--- config.mk ---
export PLATFORM = sky130hd
export DESIGN_NAME = rational_arithmetic_unit
export DESIGN_NICKNAME = d
export VERILOG_FILES = /design/src/hw/rtl/rau_pkg.sv /design/src/hw/rtl/rau_divider.sv /design/src/hw/rtl/rau_datapath.sv /design/src/hw/rtl/rau_ctrl.sv /design/src/hw/rtl/rational_arithmetic_unit.sv
export SDC_FILE = /design/constraint.sdc
export NUM_CORES = 2
export LEC_CHECK = 0
export ABC_AREA = 0
export BUFFER_PORTS_ARGS = -buffer_cell sky130_fd_sc_hd__buf_2
export CAP_MARGIN = 20
export CORE_UTILIZATION = 31
export DETAILED_ROUTE_END_ITERATION = 12
export GPL_TIMING_DRIVEN = 1
export HOLD_SLACK_MARGIN = 0.1
export SYNTH_ARGS = -nofsm -noshare
export SYNTH_HDL_FRONTEND = slang
export SYNTH_SLANG_ARGS = --single-unit
--- constraint.sdc ---
create_clock -name clk_i -period 16.4 [get_ports clk_i]
set_input_delay 0.82 -clock clk_i [delete_from_list [all_inputs] [get_ports clk_i]]
set_output_delay 0.82 -clock clk_i [all_outputs]
set_load 0.05 [all_outputs]
--- src/hw/rtl/rau_pkg.sv ---
// Shared types, operation codes and controller states for the rational arithmetic unit.
package rau_pkg;

  typedef enum logic [2:0] {
    ACT_ADD = 3'd0,
    ACT_SUB = 3'd1,
    ACT_MUL = 3'd2,
    ACT_DIV = 3'd3,
    ACT_RED = 3'd4,
    ACT_CMP = 3'd5
  } action_e;

  typedef enum logic [1:0] {
    ORD_LESS  = 2'd0,
    ORD_EQUAL = 2'd1,
    ORD_GREAT = 2'd2
  } order_e;

  typedef struct packed {
    logic [2:0]  action;
    logic [31:0] lhs_num;
    logic [31:0] lhs_den;
    logic [31:0] rhs_num;
    logic [31:0] rhs_den;
  } in_beat_t;

  typedef struct packed {
    logic [31:0] res_num;
    logic [31:0] res_den;
    logic        ok;
    logic [1:0]  order;
  } out_beat_t;

  // Multiplier operand selection.
  typedef enum logic [2:0] {
    MS_LD_RD  = 3'd0,  // lhs_den * rhs_den
    MS_LN_RD  = 3'd1,  // lhs_num * rhs_den
    MS_RN_LD  = 3'd2,  // rhs_num * lhs_den
    MS_LN_RN  = 3'd3,  // lhs_num * rhs_num
    MS_LD_RN  = 3'd4,  // lhs_den * rhs_num
    MS_LD_ONE = 3'd5,  // lhs_den passed through
    MS_LN_ONE = 3'd6,  // lhs_num passed through
    MS_RN_ONE = 3'd7   // rhs_num passed through
  } msel_e;

  typedef enum logic [1:0] {
    DST_T0 = 2'd0,
    DST_T1 = 2'd1,
    DST_T2 = 2'd2
  } dst_e;

  typedef enum logic [1:0] {
    DM_GCD = 2'd0,
    DM_NUM = 2'd1,
    DM_DEN = 2'd2
  } dmode_e;

  typedef enum logic [2:0] {
    RK_FAIL = 3'd0,
    RK_ADD  = 3'd1,
    RK_SUB  = 3'd2,
    RK_FRAC = 3'd3,
    RK_RED  = 3'd4,
    RK_CMP  = 3'd5
  } rkind_e;

  typedef enum logic [4:0] {
    ST_IDLE,
    ST_ADD_DEN,
    ST_ADD_AN,
    ST_ADD_BN,
    ST_ADD_FIN,
    ST_MUL_N,
    ST_MUL_D,
    ST_DIV_N,
    ST_DIV_D,
    ST_RED_START,
    ST_GCD_WAIT,
    ST_QN_WAIT,
    ST_QD_WAIT,
    ST_CMP_FIN,
    ST_OUT
  } state_e;

  // Commands from controller to datapath.
  typedef struct packed {
    logic       load;
    logic       rearm;     // set the overflow-free flag again
    logic       mul_go;
    msel_e      msel;
    dst_e       mul_dst;
    logic       div_go;
    dmode_e     div_mode;
    logic       gcd_init;  // start gcd on operand selected by red_sel
    logic       red_sel;   // 0 lhs, 1 rhs
    logic       red_wb;    // write reduced pair back to operand
    logic       set_res;
    rkind_e     res_kind;
  } cmd_t;

  // Status from datapath to controller.
  typedef struct packed {
    logic div_done;
    logic gcd_zero;   // divisor in gcd reached zero
    logic red_skip;   // selected operand has a zero part
    logic den_eq;
    logic ok_flag;    // sticky overflow-free flag
  } sts_t;

endpackage

--- src/hw/rtl/rau_divider.sv ---
// Radix-2 restoring divider computing 32-bit quotient and remainder, one bit per cycle.
module rau_divider (
  input  logic        clk_i,
  input  logic        rst_ni,
  input  logic        start_i,
  input  logic [31:0] dividend_i,
  input  logic [31:0] divisor_i,
  output logic        done_o,
  output logic [31:0] quot_o,
  output logic [31:0] rem_o
);

  logic [31:0] quot_q, quot_d, rem_q, rem_d, dvs_q, dvs_d;
  logic [5:0]  cnt_q, cnt_d;
  logic        busy_q, busy_d, done_q, done_d;
  logic [32:0] trial;

  always_comb begin
    quot_d = quot_q;
    rem_d  = rem_q;
    dvs_d  = dvs_q;
    cnt_d  = cnt_q;
    busy_d = busy_q;
    done_d = 1'b0;
    trial  = {rem_q, quot_q[31]} - {1'b0, dvs_q};
    if (start_i) begin
      quot_d = dividend_i;
      rem_d  = '0;
      dvs_d  = divisor_i;
      cnt_d  = 6'd0;
      busy_d = 1'b1;
    end else if (busy_q) begin
      if (!trial[32]) begin
        rem_d = trial[31:0];
        quot_d = {quot_q[30:0], 1'b1};
      end else begin
        rem_d = {rem_q[30:0], quot_q[31]};
        quot_d = {quot_q[30:0], 1'b0};
      end
      cnt_d = cnt_q + 6'd1;
      if (cnt_q == 6'd31) begin
        busy_d = 1'b0;
        done_d = 1'b1;
      end
    end
  end

  always_ff @(posedge clk_i or negedge rst_ni) begin
    if (!rst_ni) begin
      busy_q <= 1'b0;
      done_q <= 1'b0;
      cnt_q  <= '0;
    end else begin
      busy_q <= busy_d;
      done_q <= done_d;
      cnt_q  <= cnt_d;
    end
  end

  always_ff @(posedge clk_i) begin
    quot_q <= quot_d;
    rem_q  <= rem_d;
    dvs_q  <= dvs_d;
  end

  assign done_o = done_q;
  assign quot_o = quot_q;
  assign rem_o  = rem_q;

endmodule

--- src/hw/rtl/rau_datapath.sv ---
// Operand registers, shared multiplier, shared divider and result register.
module rau_datapath (
  input  logic              clk_i,
  input  logic              rst_ni,
  input  rau_pkg::in_beat_t in_i,
  input  rau_pkg::cmd_t     cmd_i,
  output rau_pkg::sts_t     sts_o,
  output rau_pkg::out_beat_t res_o
);

  logic [31:0] ln_q, ld_q, rn_q, rd_q;
  logic [31:0] t0_q, t1_q, t2_q;
  logic [31:0] ga_q, gb_q, g_q;
  logic        ok_q;
  rau_pkg::out_beat_t res_q, res_d;
  logic [31:0] ma, mb;
  logic [63:0] prod;
  logic        div_start;
  logic [31:0] dvd, dvs, quot, rem;
  logic        div_done;
  logic [31:0] sel_n, sel_d;
  logic [32:0] sum;

  always_comb begin
    unique case (cmd_i.msel)
      rau_pkg::MS_LD_RD:  begin ma = ld_q; mb = rd_q; end
      rau_pkg::MS_LN_RD:  begin ma = ln_q; mb = rd_q; end
      rau_pkg::MS_RN_LD:  begin ma = rn_q; mb = ld_q; end
      rau_pkg::MS_LN_RN:  begin ma = ln_q; mb = rn_q; end
      rau_pkg::MS_LD_RN:  begin ma = ld_q; mb = rn_q; end
      rau_pkg::MS_LD_ONE: begin ma = ld_q; mb = 32'd1; end
      rau_pkg::MS_LN_ONE: begin ma = ln_q; mb = 32'd1; end
      rau_pkg::MS_RN_ONE: begin ma = rn_q; mb = 32'd1; end
      default:            begin ma = ld_q; mb = rd_q; end
    endcase
  end

  assign prod  = 64'(ma) * 64'(mb);
  assign sel_n = cmd_i.red_sel ? rn_q : ln_q;
  assign sel_d = cmd_i.red_sel ? rd_q : ld_q;
  assign sum   = {1'b0, t1_q} + {1'b0, t2_q};

  always_comb begin
    case (cmd_i.div_mode)
      rau_pkg::DM_NUM: begin dvd = sel_n; dvs = g_q; end
      rau_pkg::DM_DEN: begin dvd = sel_d; dvs = g_q; end
      default:         begin dvd = ga_q;  dvs = gb_q; end
    endcase
  end
  assign div_start = cmd_i.div_go;

  rau_divider u_div (
    .clk_i      (clk_i),
    .rst_ni     (rst_ni),
    .start_i    (div_start),
    .dividend_i (dvd),
    .divisor_i  (dvs),
    .done_o     (div_done),
    .quot_o     (quot),
    .rem_o      (rem)
  );

  always_ff @(posedge clk_i or negedge rst_ni) begin
    if (!rst_ni) begin
      ok_q <= 1'b0;
    end else begin
      if (cmd_i.load || cmd_i.rearm) ok_q <= 1'b1;
      else if (cmd_i.mul_go && prod[63:32] != 32'd0) ok_q <= 1'b0;
    end
  end

  always_comb begin
    res_d = '0;
    case (cmd_i.res_kind)
      rau_pkg::RK_ADD: begin
        if (!sum[32]) begin
          res_d.res_num = sum[31:0];
          res_d.res_den = t0_q;
          res_d.ok      = 1'b1;
        end
      end
      rau_pkg::RK_SUB: begin
        if (t1_q >= t2_q) begin
          res_d.res_num = t1_q - t2_q;
          res_d.res_den = t0_q;
          res_d.ok      = 1'b1;
        end
      end
      rau_pkg::RK_FRAC: begin
        res_d.res_num = t1_q;
        res_d.res_den = t0_q;
        res_d.ok      = 1'b1;
      end
      rau_pkg::RK_RED: begin
        res_d.res_num = ln_q;
        res_d.res_den = ld_q;
        res_d.ok      = 1'b1;
      end
      rau_pkg::RK_CMP: begin
        res_d.ok = 1'b1;
        if (t1_q == t0_q) res_d.order = rau_pkg::ORD_EQUAL;
        else if (t1_q > t0_q) res_d.order = rau_pkg::ORD_GREAT;
        else res_d.order = rau_pkg::ORD_LESS;
      end
      default: res_d = '0;
    endcase
  end

  always_ff @(posedge clk_i) begin
    if (cmd_i.load) begin
      ln_q  <= in_i.lhs_num;
      ld_q  <= in_i.lhs_den;
      rn_q  <= in_i.rhs_num;
      rd_q  <= in_i.rhs_den;
    end
    if (cmd_i.mul_go) begin
      case (cmd_i.mul_dst)
        rau_pkg::DST_T0: t0_q <= prod[31:0];
        rau_pkg::DST_T1: t1_q <= prod[31:0];
        default:         t2_q <= prod[31:0];
      endcase
    end
    if (cmd_i.gcd_init) begin
      ga_q <= sel_n;
      gb_q <= sel_d;
    end else if (div_done && cmd_i.div_mode == rau_pkg::DM_GCD) begin
      ga_q <= gb_q;
      gb_q <= rem;
      g_q  <= gb_q;
    end
    // The numerator quotient is caught as the denominator division starts.
    if (div_done && cmd_i.div_mode != rau_pkg::DM_GCD) t0_q <= quot;
    if (cmd_i.red_wb) begin
      if (cmd_i.red_sel) begin
        rn_q <= t0_q;
        rd_q <= quot;
      end else begin
        ln_q <= t0_q;
        ld_q <= quot;
      end
    end
    if (cmd_i.set_res) res_q <= res_d;
  end

  assign sts_o.div_done = div_done;
  assign sts_o.gcd_zero = (gb_q == 32'd0);
  assign sts_o.red_skip = (sel_n == 32'd0) || (sel_d == 32'd0);
  assign sts_o.den_eq   = (ld_q == rd_q);
  assign sts_o.ok_flag  = ok_q;
  assign res_o = res_q;

endmodule

--- src/hw/rtl/rau_ctrl.sv ---
// Controller state machine sequencing multiplies, GCD steps and result delivery.
module rau_ctrl (
  input  logic              clk_i,
  input  logic              rst_ni,
  input  logic              in_valid_i,
  input  logic [2:0]        action_i,
  output logic              in_ready_o,
  output logic              out_valid_o,
  input  logic              out_ready_i,
  input  rau_pkg::sts_t     sts_i,
  output rau_pkg::cmd_t     cmd_o
);

  rau_pkg::state_e state_q, state_d;
  logic [2:0] act_q, act_d;
  logic       side_q, side_d;  // operand being reduced
  logic       retry_q, retry_d;  // compare fallback active
  logic       ph_q, ph_d;        // 0 start next gcd division, 1 gcd division in progress

  always_ff @(posedge clk_i or negedge rst_ni) begin
    if (!rst_ni) begin
      state_q <= rau_pkg::ST_IDLE;
      act_q   <= '0;
      side_q  <= 1'b0;
      retry_q <= 1'b0;
      ph_q    <= 1'b0;
    end else begin
      state_q <= state_d;
      act_q   <= act_d;
      side_q  <= side_d;
      retry_q <= retry_d;
      ph_q    <= ph_d;
    end
  end

  always_comb begin
    state_d = state_q;
    act_d   = act_q;
    side_d  = side_q;
    retry_d = retry_q;
    ph_d    = ph_q;
    cmd_o   = '0;
    cmd_o.red_sel = side_q;
    in_ready_o  = 1'b0;
    out_valid_o = 1'b0;
    unique case (state_q)
      rau_pkg::ST_IDLE: begin
        in_ready_o = 1'b1;
        if (in_valid_i) begin
          cmd_o.load = 1'b1;
          act_d   = action_i;
          retry_d = 1'b0;
          side_d  = 1'b0;
          case (action_i) inside
            rau_pkg::ACT_ADD, rau_pkg::ACT_SUB: state_d = rau_pkg::ST_ADD_DEN;
            rau_pkg::ACT_MUL: state_d = rau_pkg::ST_MUL_N;
            rau_pkg::ACT_DIV, rau_pkg::ACT_CMP: state_d = rau_pkg::ST_DIV_N;
            rau_pkg::ACT_RED: state_d = rau_pkg::ST_RED_START;
            default: state_d = rau_pkg::ST_ADD_FIN;
          endcase
        end
      end
      rau_pkg::ST_ADD_DEN: begin
        cmd_o.mul_go = 1'b1;
        cmd_o.msel = sts_i.den_eq ? rau_pkg::MS_LD_ONE : rau_pkg::MS_LD_RD;
        cmd_o.mul_dst = rau_pkg::DST_T0;
        state_d = rau_pkg::ST_ADD_AN;
      end
      rau_pkg::ST_ADD_AN: begin
        cmd_o.mul_go = 1'b1;
        cmd_o.msel = sts_i.den_eq ? rau_pkg::MS_LN_ONE : rau_pkg::MS_LN_RD;
        cmd_o.mul_dst = rau_pkg::DST_T1;
        state_d = rau_pkg::ST_ADD_BN;
      end
      rau_pkg::ST_ADD_BN: begin
        cmd_o.mul_go = 1'b1;
        cmd_o.msel = sts_i.den_eq ? rau_pkg::MS_RN_ONE : rau_pkg::MS_RN_LD;
        cmd_o.mul_dst = rau_pkg::DST_T2;
        state_d = rau_pkg::ST_ADD_FIN;
      end
      rau_pkg::ST_ADD_FIN: begin
        cmd_o.set_res = 1'b1;
        state_d = rau_pkg::ST_OUT;
        if (act_q == rau_pkg::ACT_ADD || act_q == rau_pkg::ACT_SUB) begin
          cmd_o.res_kind = (act_q == rau_pkg::ACT_ADD) ? rau_pkg::RK_ADD : rau_pkg::RK_SUB;
          if (!sts_i.ok_flag) cmd_o.res_kind = rau_pkg::RK_FAIL;
        end else if (act_q == rau_pkg::ACT_MUL || act_q == rau_pkg::ACT_DIV) begin
          cmd_o.res_kind = sts_i.ok_flag ? rau_pkg::RK_FRAC : rau_pkg::RK_FAIL;
        end else if (act_q == rau_pkg::ACT_RED) begin
          cmd_o.res_kind = rau_pkg::RK_RED;
        end else if (act_q == rau_pkg::ACT_CMP) begin
          cmd_o.res_kind = rau_pkg::RK_CMP;
        end else begin
          cmd_o.res_kind = rau_pkg::RK_FAIL;
        end
      end
      rau_pkg::ST_MUL_N: begin
        cmd_o.mul_go = 1'b1;
        cmd_o.msel = rau_pkg::MS_LN_RN;
        cmd_o.mul_dst = rau_pkg::DST_T1;
        state_d = rau_pkg::ST_MUL_D;
      end
      rau_pkg::ST_MUL_D: begin
        cmd_o.mul_go = 1'b1;
        cmd_o.msel = rau_pkg::MS_LD_RD;
        cmd_o.mul_dst = rau_pkg::DST_T0;
        state_d = rau_pkg::ST_ADD_FIN;
      end
      rau_pkg::ST_DIV_N: begin
        cmd_o.mul_go = 1'b1;
        cmd_o.msel = rau_pkg::MS_LN_RD;
        cmd_o.mul_dst = rau_pkg::DST_T1;
        state_d = rau_pkg::ST_DIV_D;
      end
      rau_pkg::ST_DIV_D: begin
        cmd_o.mul_go = 1'b1;
        cmd_o.msel = rau_pkg::MS_LD_RN;
        cmd_o.mul_dst = rau_pkg::DST_T0;
        state_d = (act_q == rau_pkg::ACT_CMP) ? rau_pkg::ST_CMP_FIN : rau_pkg::ST_ADD_FIN;
      end
      rau_pkg::ST_CMP_FIN: begin
        if (sts_i.ok_flag) begin
          cmd_o.set_res = 1'b1;
          cmd_o.res_kind = rau_pkg::RK_CMP;
          state_d = rau_pkg::ST_OUT;
        end else if (!retry_q) begin
          cmd_o.rearm = 1'b1;
          retry_d = 1'b1;
          side_d  = 1'b0;
          state_d = rau_pkg::ST_RED_START;
        end else begin
          cmd_o.set_res = 1'b1;
          cmd_o.res_kind = rau_pkg::RK_FAIL;
          state_d = rau_pkg::ST_OUT;
        end
      end
      rau_pkg::ST_RED_START: begin
        if (sts_i.red_skip) begin
          if (act_q == rau_pkg::ACT_CMP && !side_q) begin
            side_d = 1'b1;
          end else if (act_q == rau_pkg::ACT_CMP) begin
            state_d = rau_pkg::ST_DIV_N;
          end else begin
            state_d = rau_pkg::ST_ADD_FIN;
          end
        end else begin
          cmd_o.gcd_init = 1'b1;
          state_d = rau_pkg::ST_GCD_WAIT;
        end
      end
      rau_pkg::ST_GCD_WAIT: begin
        cmd_o.div_mode = rau_pkg::DM_GCD;
        if (sts_i.gcd_zero) begin
          cmd_o.div_go = 1'b1;
          cmd_o.div_mode = rau_pkg::DM_NUM;
          state_d = rau_pkg::ST_QN_WAIT;
        end else if (!ph_q) begin
          cmd_o.div_go = 1'b1;
          ph_d = 1'b1;
        end else if (sts_i.div_done) begin
          ph_d = 1'b0;
        end
      end
      rau_pkg::ST_QN_WAIT: begin
        cmd_o.div_mode = rau_pkg::DM_NUM;
        if (sts_i.div_done) begin
          cmd_o.div_go = 1'b1;
          cmd_o.div_mode = rau_pkg::DM_DEN;
          state_d = rau_pkg::ST_QD_WAIT;
        end
      end
      rau_pkg::ST_QD_WAIT: begin
        cmd_o.div_mode = rau_pkg::DM_DEN;
        if (sts_i.div_done) begin
          cmd_o.red_wb = 1'b1;
          if (act_q == rau_pkg::ACT_CMP && !side_q) begin
            side_d = 1'b1;
            state_d = rau_pkg::ST_RED_START;
          end else if (act_q == rau_pkg::ACT_CMP) begin
            state_d = rau_pkg::ST_DIV_N;
          end else begin
            state_d = rau_pkg::ST_ADD_FIN;
          end
        end
      end
      rau_pkg::ST_OUT: begin
        out_valid_o = 1'b1;
        if (out_ready_i) state_d = rau_pkg::ST_IDLE;
      end
      default: state_d = rau_pkg::ST_IDLE;
    endcase
  end

  assert property (@(posedge clk_i) disable iff (!rst_ni)
    in_ready_o |-> !out_valid_o)
    else $error("ready while result pending");
  assert property (@(posedge clk_i) disable iff (!rst_ni)
    out_valid_o && !out_ready_i |=> out_valid_o)
    else $error("result dropped under stall");
  assert property (@(posedge clk_i) disable iff (!rst_ni)
    cmd_o.gcd_init |=> state_q == rau_pkg::ST_GCD_WAIT)
    else $error("gcd started outside sequence");

endmodule

--- src/hw/rtl/rational_arithmetic_unit.sv ---
// Top level of the rational arithmetic unit.
// One input beat carries an action code and two 32-bit fractions; one output
// beat carries the result fraction, an ok flag and a compare order.
// Both channels use valid and ready handshakes. The unit works on one item at
// a time: in_ready_o is high only while it is idle.
// Add, subtract, multiply and divide each use the single shared 32x32
// multiplier once per product.
// Reduce runs Euclid's algorithm on a shared bit-serial divider; each
// remainder step is one division, and two more divisions then divide the
// numerator and the denominator by the GCD. A compare whose cross products
// overflow reduces both operands this way and retries once.
// The result is held in a register while out_valid_o is high; a stalled
// receiver simply keeps the unit in that state until it accepts the beat.
// Reset returns the controller to idle with no result pending.
module rational_arithmetic_unit (
  input  logic               clk_i,
  input  logic               rst_ni,
  input  logic               in_valid_i,
  output logic               in_ready_o,
  input  rau_pkg::in_beat_t  in_data_i,
  output logic               out_valid_o,
  input  logic               out_ready_i,
  output rau_pkg::out_beat_t out_data_o
);

  rau_pkg::cmd_t cmd;
  rau_pkg::sts_t sts;

  rau_ctrl u_ctrl (
    .clk_i       (clk_i),
    .rst_ni      (rst_ni),
    .in_valid_i  (in_valid_i),
    .action_i    (in_data_i.action),
    .in_ready_o  (in_ready_o),
    .out_valid_o (out_valid_o),
    .out_ready_i (out_ready_i),
    .sts_i       (sts),
    .cmd_o       (cmd)
  );

  rau_datapath u_dp (
    .clk_i  (clk_i),
    .rst_ni (rst_ni),
    .in_i   (in_data_i),
    .cmd_i  (cmd),
    .sts_o  (sts),
    .res_o  (out_data_o)
  );

endmodule
==> impl_metrics.env <==
export IMPL_numPortBuffers=203
export IMPL_r2r_slack_ps=4140
export IMPL_synth_avg_cell_area_sq_um=9.11
export IMPL_rr_worst_depth=33
export IMPL_clock_tree_root_cell="clkbuf_16"
export IMPL_dpl_hpwl_um=202000
export IMPL_period_minus_slack_ps=12260
export IMPL_grt_pass1_vias=53300
export IMPL_final_area_sq_um=67600
export IMPL_ys_warn_count=0
export IMPL_crit_required_ps=16990
export IMPL_hold_ws_ps=268
export IMPL_reg2reg_from="u_dp.ld_q[29]$_DFF_P_"
export IMPL_endpoint_kind="flip-flop"
export IMPL_dieArea_sq_um=199000
export IMPL_clock_sinks=502
export IMPL_synthCells=6712
export IMPL_start_util_pct=31.3
export IMPL_cap_violations=0
export IMPL_synthArstFlopShare_pct=3.78
export IMPL_drtPass1Iterations=6
export IMPL_worstMarginPinSlew_ps=1190
export IMPL_area_delta_synth_final_pct=10.5
export IMPL_arrival_ps=12850
export IMPL_drc=0
export IMPL_core_sq_um=195000
export IMPL_status="finished clean"
export IMPL_ys_seq_elements=502
export IMPL_drt_initial_drc_count=5471
export IMPL_path_max_fanout=32
export IMPL_hp_class="input port to asynchronous set/reset pin"
export IMPL_numCtsBuffers=66
export IMPL_wl_per_cell_um=27.6
export IMPL_final_hold_viol_count=0
export IMPL_nFillCells=20200
export IMPL_grt_max_degree=84
export IMPL_startpoint_type="flip-flop"
export IMPL_die_w_um=446
export IMPL_r2r_end="u_dp.ok_q$_DFFE_PN0P_"
export IMPL_postCtsSetupRepairBufs=0
export IMPL_max_stage_delay_ps=830
export IMPL_cts_path_max_buffers=3
export IMPL_place_gp_congestion=0.995
export IMPL_num_vias=52700
export IMPL_fin_setup_tns_ps=0
export IMPL_ios=204
export IMPL_overflow=0
export IMPL_routed_wl_um=260000
export IMPL_ant_nets=0
export IMPL_path_class="flip-flop to flip-flop"
export IMPL_synth_net_count=8141
export IMPL_placedInstanceArea_sq_um=65300
export IMPL_ys_seq_area_share_pct=21.9
export IMPL_fin_worst_skew_ps=73.3
export IMPL_cts_htree_levels=3
export IMPL_fin_crit_sh_pct=74.8
export IMPL_synth_cell_types=95
export IMPL_drive_gt1_share_pct=9.11
export IMPL_fmax_mhz=81.5
export IMPL_grt_use_total_pct=25.9
export IMPL_finalSetupViolCount=0
export IMPL_clk_pin_slew_ps=60
export IMPL_critPathSlowestCell="a21o_1"
export IMPL_nNetsFinal=8182
export IMPL_hold_buffers=0
export IMPL_cts_tree="yes"
export IMPL_rsz0062_at_grt="false"
export IMPL_die_height_um=446
export IMPL_netlist_area_sq_um=61200
export IMPL_vias_per_cell=5.58
export IMPL_clk_latency_ps=670
export IMPL_max_slew_margin_pct=20.6
export IMPL_num_rows=162
export IMPL_grt_first_pass_wirelength_um=373000
export IMPL_final_core_util_pct=34.6
export IMPL_ctsResizeCount=0
export IMPL_finalMaxSlewViolations=0
export IMPL_ys_flop_type="edfxtp_1"
export IMPL_critPathMostFrequentCell="fa_1"
export IMPL_synth_edf_count=323
export IMPL_antenna_found_initial=16
## synth_stat cells, types with 8 or more instances
library cell | instances | area share, %
a211o_1 | 9 | 0.13
a211oi_1 | 12 | 0.15
a21boi_0 | 9 | 0.11
a21o_1 | 85 | 1.0
a21oi_1 | 402 | 3.3
a221o_1 | 8 | 0.13
a221oi_1 | 28 | 0.40
a22o_1 | 34 | 0.49
a22oi_1 | 85 | 1.0
a31oi_1 | 23 | 0.24
and2_1 | 39 | 0.40
and3_1 | 12 | 0.12
buf_1 | 23 | 0.14
buf_2 | 80 | 0.65
clkbuf_1 | 278 | 1.7
dfrtp_1 | 19 | 0.78
dfxtp_1 | 160 | 5.2
edfxtp_1 | 323 | 16
fa_1 | 899 | 29
ha_1 | 395 | 8.1
inv_1 | 890 | 5.5
mux2_2 | 73 | 1.3
mux2i_1 | 202 | 3.3
nand2_1 | 762 | 4.7
nand2b_1 | 28 | 0.29
nand3_1 | 40 | 0.33
nand4_1 | 59 | 0.60
nor2_1 | 967 | 5.9
nor2b_1 | 25 | 0.26
nor3_1 | 43 | 0.35
nor4_1 | 46 | 0.47
o211ai_1 | 21 | 0.26
o21a_1 | 25 | 0.31
o21ai_0 | 223 | 1.8
o21ai_1 | 10 | 0.082
o21bai_1 | 30 | 0.37
o22ai_1 | 47 | 0.48
o31a_1 | 9 | 0.13
o31ai_1 | 39 | 0.48
or4_1 | 10 | 0.12
xnor2_1 | 44 | 0.63
xor2_1 | 66 | 0.95
## layout make-up
cell class / count / area [sq um] / area share, %
repair buffers: 361 / 2220 / 3.28
clock inverters: 31 / 414 / 0.613
diodes: 6 / 15.0 / 0.0222
flip-flops and latches: 502 / 13400 / 19.8
clock buffers: 91 / 1840 / 2.72
multi-input cells: 4931 / 43100 / 63.8
well taps: 2624 / 3280 / 4.86
inverters: 891 / 3340 / 4.95
## logic make-up after synthesis
group	Yosys count	share of synthesized area (%)
DFF	502	21.9
and+or+nand+nor	2076	14.1
muxes	275	4.65
adders and majority gates	1294	37.5
buffers and inverters	1279	8.07
AOI/OAI and AO/OA	1175	12.2
xor gates and xnor gates	111	1.60
## routing by layer
| metal | track usage [%] | share of wire, % |
|---|---|---|
| met5 | 0 | 0.017 |
| met1 | 33.3 | 39 |
| met4 | 16.1 | 7.1 |
| met3 | 4.96 | 9.6 |
| met2 | 40.1 | 44 |
## critical path, delay by kind of cell (launching register included)
| kind | cells | cell delay [ps] |
|---|---|---|
| AO/OA/AOI/OAI | 6 | 1950 |
| XOR/XNOR | 2 | 300 |
| adder cells (fa/ha/maj) | 9 | 4840 |
| buffers and inverters | 2 | 550 |
| flip-flops | 1 | 540 |
| multiplexers | 1 | 280 |
| AND/OR/NAND/NOR | 13 | 3680 |
## cells in the final DEF, fill, tap and decap left out, types with 44 or more instances in the layout
cell type | Yosys | routed
nor2_1 | 967 | 964
fa_1 | 899 | 899
inv_1 | 890 | 890
nand2_1 | 762 | 761
ha_1 | 395 | 394
a21oi_1 | 402 | 381
edfxtp_1 | 323 | 323
o21ai_0 | 223 | 221
buf_2 | 80 | 203
mux2i_1 | 202 | 202
dfxtp_1 | 160 | 160
buf_4 | 2 | 156
a21o_1 | 85 | 85
a22oi_1 | 85 | 85
mux2_2 | 73 | 73
clkbuf_16 | 0 | 67
xor2_1 | 66 | 66
nand4_1 | 59 | 59
o22ai_1 | 47 | 47
nor4_1 | 46 | 46
xnor2_1 | 44 | 44
## stage by stage
stage                     setup WS [ps]  instances
after floorplan                    6470       6712
after global placement             4690       9305
after detailed placement           4570       9308
after CTS                          4570       9430
after global routing               3700       9431
final                              4140       9437
## registers in the layout (all words and copies together), names as in the netlist, 3 cells and up
| name | cells |
|---|---|
| u_dp.gb_q | 32 |
| u_dp.u_div.dvs_q | 32 |
| u_dp.ld_q | 32 |
| u_dp.ln_q | 32 |
| u_ctrl.state_q | 4 |
| u_dp.u_div.cnt_q | 6 |
| u_ctrl.act_q | 3 |
| u_dp.res_o | 67 |
| u_dp.t2_q | 32 |
| u_dp.rd_q | 32 |
| u_dp.g_q | 32 |
| u_dp.t0_q | 32 |
| u_dp.ga_q | 32 |
| u_dp.u_div.rem_o | 32 |
| u_dp.t1_q | 32 |
| u_dp.u_div.quot_o | 32 |
| u_dp.rn_q | 32 |
## worst max path at each step
stage / cells after the start / from / slack [ps] / end
global placement: 33 / u_dp.ld_q[21]$_DFF_P_ / 4690 / u_dp.ok_q$_DFFE_PN0P_
global route: 33 / u_dp.ld_q[29]$_DFF_P_ / 3700 / u_dp.ok_q$_DFFE_PN0P_
CTS: 33 / u_dp.ld_q[29]$_DFF_P_ / 4570 / u_dp.ok_q$_DFFE_PN0P_
finish: 33 / u_dp.ld_q[29]$_DFF_P_ / 4140 / u_dp.ok_q$_DFFE_PN0P_
floorplan: 35 / u_ctrl.state_q[0]$_DFFE_PN0P_ / 6470 / u_dp.ok_q$_DFFE_PN0P_
detailed placement: 33 / u_dp.ld_q[29]$_DFF_P_ / 4570 / u_dp.ok_q$_DFFE_PN0P_
Power is not shown: default switching activity piles up to over one toggle a cycle in this logic, so the estimate is an artifact.
